--- config.mk ---
export PLATFORM = sky130hd
export DESIGN_NAME = byte_stuffed_frame_receiver
export DESIGN_NICKNAME = d
export VERILOG_FILES = /design/src/rtl/core/bsfr_pkg.sv /design/src/rtl/core/byte_stuffed_frame_receiver.sv
export VERILOG_INCLUDE_DIRS = /design/src /design/src/rtl/core
export SDC_FILE = /design/constraint.sdc
export NUM_CORES = 1
export LEC_CHECK = 0
export ABC_AREA = 1
export ABC_CLOCK_PERIOD_IN_PS = 3800
export CAP_MARGIN = 20
export CELL_PAD_IN_SITES_DETAIL_PLACEMENT = 0
export CELL_PAD_IN_SITES_GLOBAL_PLACEMENT = 1
export CORE_MARGIN = 2
export CORE_UTILIZATION = 47
export DETAILED_ROUTE_END_ITERATION = 10
export DONT_BUFFER_PORTS = 1
export MAX_ROUTING_LAYER = met4
export PLACE_DENSITY_LB_ADDON = 0.12
export SYNTH_ARGS = -nofsm -noshare
export SYNTH_HDL_FRONTEND = slang
export SYNTH_SLANG_ARGS = --single-unit
export TNS_END_PERCENT = 1
--- constraint.sdc ---
create_clock -name clk -period 3.8 [get_ports clk]
set_input_delay 1.14 -clock clk [delete_from_list [all_inputs] [get_ports clk]]
set_output_delay 1.14 -clock clk [all_outputs]
set_load 0.03 [all_outputs]
--- src/rtl/core/byte_stuffed_frame_receiver_defines.svh ---
// ----------------------------------------------------------------------------
// byte_stuffed_frame_receiver_defines
// assertion macros shared by the frame receiver rtl
// ----------------------------------------------------------------------------
`ifndef BYTE_STUFFED_FRAME_RECEIVER_DEFINES_SVH
`define BYTE_STUFFED_FRAME_RECEIVER_DEFINES_SVH

// same-cycle implication, checked on every rising edge outside reset
`define BSFR_ASSERT_NOW(label, clk, rst_n, ante, cons, msg) \
	label: assert property (@(posedge clk) disable iff (!rst_n) (ante) |-> (cons)) \
		else $error(msg);

// next-cycle implication
`define BSFR_ASSERT_NEXT(label, clk, rst_n, ante, cons, msg) \
	label: assert property (@(posedge clk) disable iff (!rst_n) (ante) |=> (cons)) \
		else $error(msg);

`endif

--- src/rtl/core/bsfr_pkg.sv ---
// ----------------------------------------------------------------------------
// bsfr_pkg
// types and constants of the byte-stuffed frame receiver
// ----------------------------------------------------------------------------
package bsfr_pkg;

	localparam int MAX_PAYLOAD = 1024;
	localparam int CNT_W       = $clog2(MAX_PAYLOAD + 1);
	localparam int LEN_W       = 11;

	localparam logic [7:0] FLAG_BYTE = 8'h7e;
	localparam logic [7:0] ESC_CODE  = 8'h7d;
	localparam logic [7:0] ESC_FLAG  = 8'h5e;
	localparam logic [7:0] ESC_ESC   = 8'h5d;

	localparam logic [7:0] ADDRESS_RESET = 8'h03;
	localparam logic [7:0] SEQ0_RESET    = 8'h00;
	localparam logic [7:0] SEQ1_RESET    = 8'h20;

	typedef enum logic [1:0] {
		REG_ADDRESS = 2'd0,
		REG_SEQ0    = 2'd1,
		REG_SEQ1    = 2'd2
	} reg_index_t;

	typedef enum logic [2:0] {
		PH_HUNT = 3'd0,
		PH_FLAG = 3'd1,
		PH_ADDR = 3'd2,
		PH_CTRL = 3'd3,
		PH_DATA = 3'd4,
		PH_ESC  = 3'd5
	} phase_t;

	typedef enum logic [1:0] {
		KIND_PAYLOAD  = 2'd0,
		KIND_GOOD     = 2'd1,
		KIND_BCC_ERR  = 2'd2,
		KIND_OVERFLOW = 2'd3
	} kind_t;

endpackage

--- src/rtl/core/byte_stuffed_frame_receiver.sv ---
// ----------------------------------------------------------------------------
// byte_stuffed_frame_receiver
// destuffs line bytes, checks the frame header and bcc2, forwards payload bytes, reports frame ends
// ----------------------------------------------------------------------------
// channel  dir  handshake          payload
// s_*      in   s_tvalid/s_tready  s_tdata: rx_byte
// m_*      out  m_tvalid/m_tready  m_tuser: kind, m_tdata: data, seq, length
// cfg_*    in   cfg_valid/cfg_ready cfg_index, cfg_data
//
// one line byte per cycle while s_tready is high; each word is decoded in the cycle it is taken and
// its result (if any) sits in the output register the next cycle.
// s_tready stays high while the output register is empty or being drained.
// arst_n clears the parser to flag hunting and loads the register defaults.
// cfg_ready is always high; writes take effect on the next word.
// ----------------------------------------------------------------------------
`include "byte_stuffed_frame_receiver_defines.svh"

module byte_stuffed_frame_receiver
	import bsfr_pkg::*;
(
	input  logic        clk,
	input  logic        arst_n,
	input  logic        s_tvalid,
	output logic        s_tready,
	input  logic [7:0]  s_tdata,    // [7:0] rx_byte
	output logic        m_tvalid,
	input  logic        m_tready,
	output logic [23:0] m_tdata,    // [7:0] data_byte, [8] seq_bit, [19:9] frame_length
	output logic [1:0]  m_tuser,    // [1:0] kind
	input  logic        cfg_valid,
	output logic        cfg_ready,
	input  logic [1:0]  cfg_index,
	input  logic [7:0]  cfg_data
);

	logic [7:0] address_q, seq0_q, seq1_q;

	phase_t           phase_q, phase_d;
	logic             seq_q, seq_d;
	logic [7:0]       held_q, held_d;
	logic             held_valid_q, held_valid_d;
	logic [7:0]       xor_q, xor_d;
	logic [CNT_W-1:0] count_q, count_d;
	logic             ovf_q, ovf_d;

	logic             pay_req;
	logic [7:0]       pay_byte;
	logic             end_req;
	kind_t            end_kind;
	logic [7:0]       ctrl_sel;

	logic             res_valid;
	kind_t            res_kind;
	logic [7:0]       res_data;

	logic             out_valid_q;
	kind_t            out_kind_q;
	logic [7:0]       out_data_q;
	logic             out_seq_q;
	logic [LEN_W-1:0] out_len_q;

	logic acc;

	assign cfg_ready = 1'b1;
	assign s_tready  = !out_valid_q || m_tready;
	assign acc       = s_tvalid && s_tready;

	always_ff @(posedge clk or negedge arst_n) begin
		if (!arst_n) begin
			address_q <= ADDRESS_RESET;
			seq0_q    <= SEQ0_RESET;
			seq1_q    <= SEQ1_RESET;
		end else if (cfg_valid) begin
			unique case (cfg_index)
				REG_ADDRESS: address_q <= cfg_data;
				REG_SEQ0:    seq0_q    <= cfg_data;
				REG_SEQ1:    seq1_q    <= cfg_data;
				default:     ;
			endcase
		end
	end

	always_comb begin
		phase_d      = phase_q;
		seq_d        = seq_q;
		held_d       = held_q;
		held_valid_d = held_valid_q;
		xor_d        = xor_q;
		count_d      = count_q;
		ovf_d        = ovf_q;
		pay_req      = 1'b0;
		pay_byte     = held_q;
		end_req      = 1'b0;
		end_kind     = KIND_BCC_ERR;
		ctrl_sel     = seq_q ? seq1_q : seq0_q;

		unique case (phase_q)
			PH_FLAG: begin
				// a repeated flag keeps waiting for the address
				if (s_tdata == address_q)       phase_d = PH_ADDR;
				else if (s_tdata != FLAG_BYTE)  phase_d = PH_HUNT;
			end
			PH_ADDR: begin
				// equal control registers: sequence zero wins
				priority if (s_tdata == seq0_q) begin
					seq_d   = 1'b0;
					phase_d = PH_CTRL;
				end else if (s_tdata == seq1_q) begin
					seq_d   = 1'b1;
					phase_d = PH_CTRL;
				end else begin
					phase_d = (s_tdata == FLAG_BYTE) ? PH_FLAG : PH_HUNT;
				end
			end
			PH_CTRL: begin
				if (s_tdata == (address_q ^ ctrl_sel)) begin
					phase_d      = PH_DATA;
					held_d       = '0;
					held_valid_d = 1'b0;
					xor_d        = '0;
					count_d      = '0;
					ovf_d        = 1'b0;
				end else begin
					phase_d = (s_tdata == FLAG_BYTE) ? PH_FLAG : PH_HUNT;
				end
			end
			PH_DATA: begin
				priority if (s_tdata == FLAG_BYTE) begin
					// held byte is bcc2
					end_req = 1'b1;
					priority if (ovf_q)                         end_kind = KIND_OVERFLOW;
					else if (held_valid_q && held_q == xor_q)   end_kind = KIND_GOOD;
					else                                        end_kind = KIND_BCC_ERR;
					held_valid_d = 1'b0;
					phase_d      = PH_FLAG;
				end else if (s_tdata == ESC_CODE) begin
					pay_req      = held_valid_q;
					held_valid_d = 1'b0;
					phase_d      = PH_ESC;
				end else begin
					pay_req      = held_valid_q;
					held_d       = s_tdata;
					held_valid_d = 1'b1;
				end
			end
			PH_ESC: begin
				priority if (s_tdata == ESC_FLAG) begin
					held_d       = FLAG_BYTE;
					held_valid_d = 1'b1;
					phase_d      = PH_DATA;
				end else if (s_tdata == ESC_ESC) begin
					held_d       = ESC_CODE;
					held_valid_d = 1'b1;
					phase_d      = PH_DATA;
				end else if (s_tdata == FLAG_BYTE) begin
					// abort inside an escape
					end_req      = 1'b1;
					end_kind     = ovf_q ? KIND_OVERFLOW : KIND_BCC_ERR;
					held_valid_d = 1'b0;
					phase_d      = PH_FLAG;
				end else if (s_tdata == ESC_CODE) begin
					pay_req  = 1'b1;
					pay_byte = ESC_CODE;
				end else begin
					// unknown escape: keep both bytes
					pay_req      = 1'b1;
					pay_byte     = ESC_CODE;
					held_d       = s_tdata;
					held_valid_d = 1'b1;
					phase_d      = PH_DATA;
				end
			end
			default: begin
				phase_d = (s_tdata == FLAG_BYTE) ? PH_FLAG : PH_HUNT;
			end
		endcase

		res_valid = end_req;
		res_kind  = end_kind;
		res_data  = '0;
		if (pay_req) begin
			if (count_q >= CNT_W'(MAX_PAYLOAD)) begin
				ovf_d = 1'b1;
			end else begin
				count_d   = count_q + CNT_W'(1);
				xor_d     = xor_q ^ pay_byte;
				res_valid = 1'b1;
				res_kind  = KIND_PAYLOAD;
				res_data  = pay_byte;
			end
		end
	end

	always_ff @(posedge clk or negedge arst_n) begin
		if (!arst_n) begin
			phase_q      <= PH_HUNT;
			seq_q        <= 1'b0;
			held_q       <= '0;
			held_valid_q <= 1'b0;
			xor_q        <= '0;
			count_q      <= '0;
			ovf_q        <= 1'b0;
		end else if (acc) begin
			phase_q      <= phase_d;
			seq_q        <= seq_d;
			held_q       <= held_d;
			held_valid_q <= held_valid_d;
			xor_q        <= xor_d;
			count_q      <= count_d;
			ovf_q        <= ovf_d;
		end
	end

	always_ff @(posedge clk or negedge arst_n) begin
		if (!arst_n) begin
			out_valid_q <= 1'b0;
		end else if (acc) begin
			out_valid_q <= res_valid;
		end else if (m_tready) begin
			out_valid_q <= 1'b0;
		end
	end

	always_ff @(posedge clk) begin
		if (acc && res_valid) begin
			out_kind_q <= res_kind;
			out_data_q <= res_data;
			out_seq_q  <= seq_d;
			out_len_q  <= LEN_W'(count_d);
		end
	end

	assign m_tvalid = out_valid_q;
	assign m_tuser  = out_kind_q;
	assign m_tdata  = {4'b0000, out_len_q, out_seq_q, out_data_q};

	`BSFR_ASSERT_NOW(a_payload_counted, clk, arst_n,
		m_tvalid && out_kind_q == KIND_PAYLOAD, out_len_q != '0, "payload word with zero length")
	`BSFR_ASSERT_NOW(a_end_data_zero, clk, arst_n,
		m_tvalid && out_kind_q != KIND_PAYLOAD, out_data_q == '0, "frame end carries data")
	`BSFR_ASSERT_NOW(a_count_bound, clk, arst_n,
		1'b1, count_q <= CNT_W'(MAX_PAYLOAD), "payload count past limit")
	`BSFR_ASSERT_NOW(a_held_in_data, clk, arst_n,
		held_valid_q, phase_q == PH_DATA, "held byte outside payload phase")
	`BSFR_ASSERT_NEXT(a_end_to_flag, clk, arst_n,
		acc && end_req, phase_q == PH_FLAG, "frame end did not reopen at flag")

endmodule
==> impl_metrics.yaml <==
status:
  outcome: "completed"
cells_and_area:
  final_cell_count_no_fill: 821
  num-nets-final: 705
  nFillCells: 1027
  final_layout_size_suffix_gt1_share_pct: 10.5
  relative_area_change_from_synthesis_to_final_layout_pct: 4.42
  antennaDiodeCount: 0
setup_path:
  crit-reg2reg-capture: "held_q[1]"
  critical_path_required_ps: 3880
  cp_cell_sequence: "inv_2 -> nand2_1 -> nor2_2 -> nand2_4 -> nand2_4 -> inv_2 -> nand2_4 -> nand2_8 -> nand3_2 -> o21ai_2 -> buf_16"
  critPathMaxFanout: 18
  ff_to_ff_path_depth: 13
  cp_common_cell: "sky130_fd_sc_hd__nand2_4"
  reg2reg_setup_slack_ps: 1340
  critical_path_class: "input port to flip-flop"
  crit_arrival_ps: 2700
  cp_startpoint_kind: "input port"
  critical_path_cell_with_the_highest_stage_delay: "sky130_fd_sc_hd__o21ai_2"
  critPathCaptureType: "flip-flop"
  path_delay_family: "simple AND/OR/NAND/NOR gates"
  r2r_start: "seq_q"
  worst-path-buf-inv: 3
  slowest_delay_ps: 320
logic_synthesis:
  synthesis.area_per_instance_um2: 7.29
  synth_area_mm2: 0.00501
  async_flop_share_pct: 72.5
  synth_enable_flop_cells: 22
  syn_inst: 688
  synth.top_cells.by_count: "276 x sky130_fd_sc_hd__nand2_1, 82 x sky130_fd_sc_hd__inv_1, 55 x sky130_fd_sc_hd__dfrtp_1, 46 x sky130_fd_sc_hd__nor2_1, 38 x sky130_fd_sc_hd__o21ai_0"
  synth_most_common_cell: "sky130_fd_sc_hd__nand2_1"
  synth.yosys.seq_area_share_pct: 42.2
  synth_largest_area_cell: "sky130_fd_sc_hd__dfrtp_1"
  yosys.area.top_type_share_pct: 27.5
  synth.top_cells.by_area: "sky130_fd_sc_hd__dfrtp_1 27%, sky130_fd_sc_hd__nand2_1 21%, sky130_fd_sc_hd__edfxtp_1 13%"
  postSynthRegisterBits: 80
  synth_cell_types: 41
  synthFlopType: "sky130_fd_sc_hd__dfrtp_1"
  synth.yosys.warnings: 0
power_and_ir_drop:
  total_power_mw: 2.27
  power.static_leakage_nw: 2.53
  peakVddDrop_mv: 0.227
  pwr_density_cell_mw_per_mm2: 434
sta:
  fmax_ghz: 0.381
  max_slew_margin_pct: 54.0
  rsz0062_at_grt: "false"
  setup-violations-final: 0
  worst_hold_slack_ps: 452
  period_share_pct: 69.0
  layout_min_cycle_time_ps: 2620
  final_hold_viol_count: 0
  final_max_slew_viol_count: 0
  setup-tns-final_ps: 0
  finClkSkew_ps: 14.7
  tightest_slew_ps: 690
floorplan:
  fp.dieArea_mm2: 0.0115
  rows: 37
  io_pins: 52
  floorplan.die.height_um: 107
  core-area_mm2: 0.0103
  chipWidth_um: 107
  start_util_pct: 48.6
clock_tree:
  clk-insertion-delay-late_ps: 380
  cts_tree: "done"
  cts_setup_buffers: 0
  cts_num_sinks: 80
  ctsHtreeMaxLevel: 3
  cts_buffers: 9
  clock_buffer_depth: 2
  clk_transition_reported_paths_ps: 90
  cts_resized: 0
  ctsRootBufferMaster: "sky130_fd_sc_hd__clkbuf_8"
  post_cts_hold_buffer_count: 0
placed_design:
  gp_routability_congestion: 0.857
  io_buffer_count: 0
  dp.final_hpwl_um: 8350
  placedCellCount: 804
detailed_routing:
  wl_per_cell_um: 13.7
  first_pass_iters: 5
  route.antenna.remaining_nets: 0
  finalWirelength_um: 11300
  detail_route.vias_per_cell: 5.01
  drt_iter0_markers: 232
  num_vias: 4110
  drc_errors: 0
grt:
  first_global_vias: 4029
  grt_antenna_before_repair: 0
  grt_max_degree: 59
  global_route.usage.total_pct: 22.3
  first_pass_grt_wire_length_um: 19500
  grt_remaining_overflow: 0
flow_run:
  count_of_max_cap_constraint_violations: 0
hold_path:
  min_path_type: "input port to async pin"
-- per-layer routing --
metal	up-vias	GRT usage, %	wire length, um
li1	2135	-	-
met3	17	3.57	344
met4	0	9.00	239
met2	71	37.3	5520
met5	-	-	0
met1	1887	26.9	5180
-- kinds of logic (layout without fill, tap and decap cells) --
logic type,Yosys count,after routing,share of synthesized area (%)
other cells,2,5,0.150
fa+ha+maj,2,2,0.499
flops,80,80,42.2
xor+xnor,12,12,2.10
compound gates,78,78,9.31
buf+inv,116,110,10.7
simple gates,398,398,35.0
-- worst max path at each step --
stage / endpoint / from / cells past startpoint / slack (ps)
2_1_floorplan: m_tuser[0] / s_tdata[3] / 7 / 540
3_3_place_gp: out_seq_q / s_tdata[7] / 7 / 630
3_5_place_dp: out_len_q[4] / s_tdata[7] / 7 / 450
4_1_cts: out_data_q[0] / s_tdata[7] / 7 / 860
5_1_grt: out_data_q[5] / s_tdata[7] / 11 / 1060
6_report: out_data_q[4] / s_tdata[7] / 11 / 1180
-- cell usage in the layout (no fill, tap or decap), types with 7 or more instances in the layout --
cell type / count
sky130_fd_sc_hd__nor2_2: 8
sky130_fd_sc_hd__inv_1: 82
sky130_fd_sc_hd__o21ai_0: 37
sky130_fd_sc_hd__nor2_1: 46
sky130_fd_sc_hd__clkbuf_8: 10
sky130_fd_sc_hd__nand4_1: 17
sky130_fd_sc_hd__dfrtp_1: 55
sky130_fd_sc_hd__o21ai_2: 10
sky130_fd_sc_hd__nand2_1: 276
sky130_fd_sc_hd__nand3_1: 26
sky130_fd_sc_hd__a21oi_1: 10
sky130_fd_sc_hd__inv_2: 7
sky130_fd_sc_hd__edfxtp_1: 22
-- state kept, by name, summed over array words and instances (netlist names), 2 cells and up --
| register | count |
|---|---|
| count_q | 11 |
| out_len_q | 11 |
| address_q | 8 |
| held_q | 8 |
| out_data_q | 8 |
| seq0_q | 8 |
| seq1_q | 8 |
| xor_q | 8 |
| phase_q | 3 |
| m_tuser | 2 |
-- worst reg2reg max path: cells and delay by family (launching register included) --
kind,cells,cell delay [ps]
DFF,1,800
AOI/OAI and AO/OA,1,50
and+or+nand+nor,10,1270
buffers and inverters,2,230
-- through the flow --
stage	setup slack [ps]	utilization [%]	instance area (um^2)
after detailed placement	450	48.7	5020
final	1180	50.7	5230
after global placement	631	48.7	5020
after floorplan	542	-	5020
after CTS	863	50.4	5210
after global routing	1060	50.7	5230
-- cell type report --
class / instances / area (um^2) / share of cell area [%]
tap: 136 / 170 / 3.25
clock inverter: 6 / 45.0 / 0.861
clock buffer: 10 / 138 / 2.63
multi-input combinational: 495 / 2380 / 45.4
inverter: 91 / 347 / 6.62
timing repair buffer: 3 / 42.5 / 0.813
sequential: 80 / 2120 / 40.4
-- where the power goes --
part | internal (mW) | switching [mW]
Clock | 0.256 | 0.336
Sequential | 0.976 | 0.117
Combinational | 0.203 | 0.380
Total | 1.44 | 0.834
(Power assumes the default switching activity.)
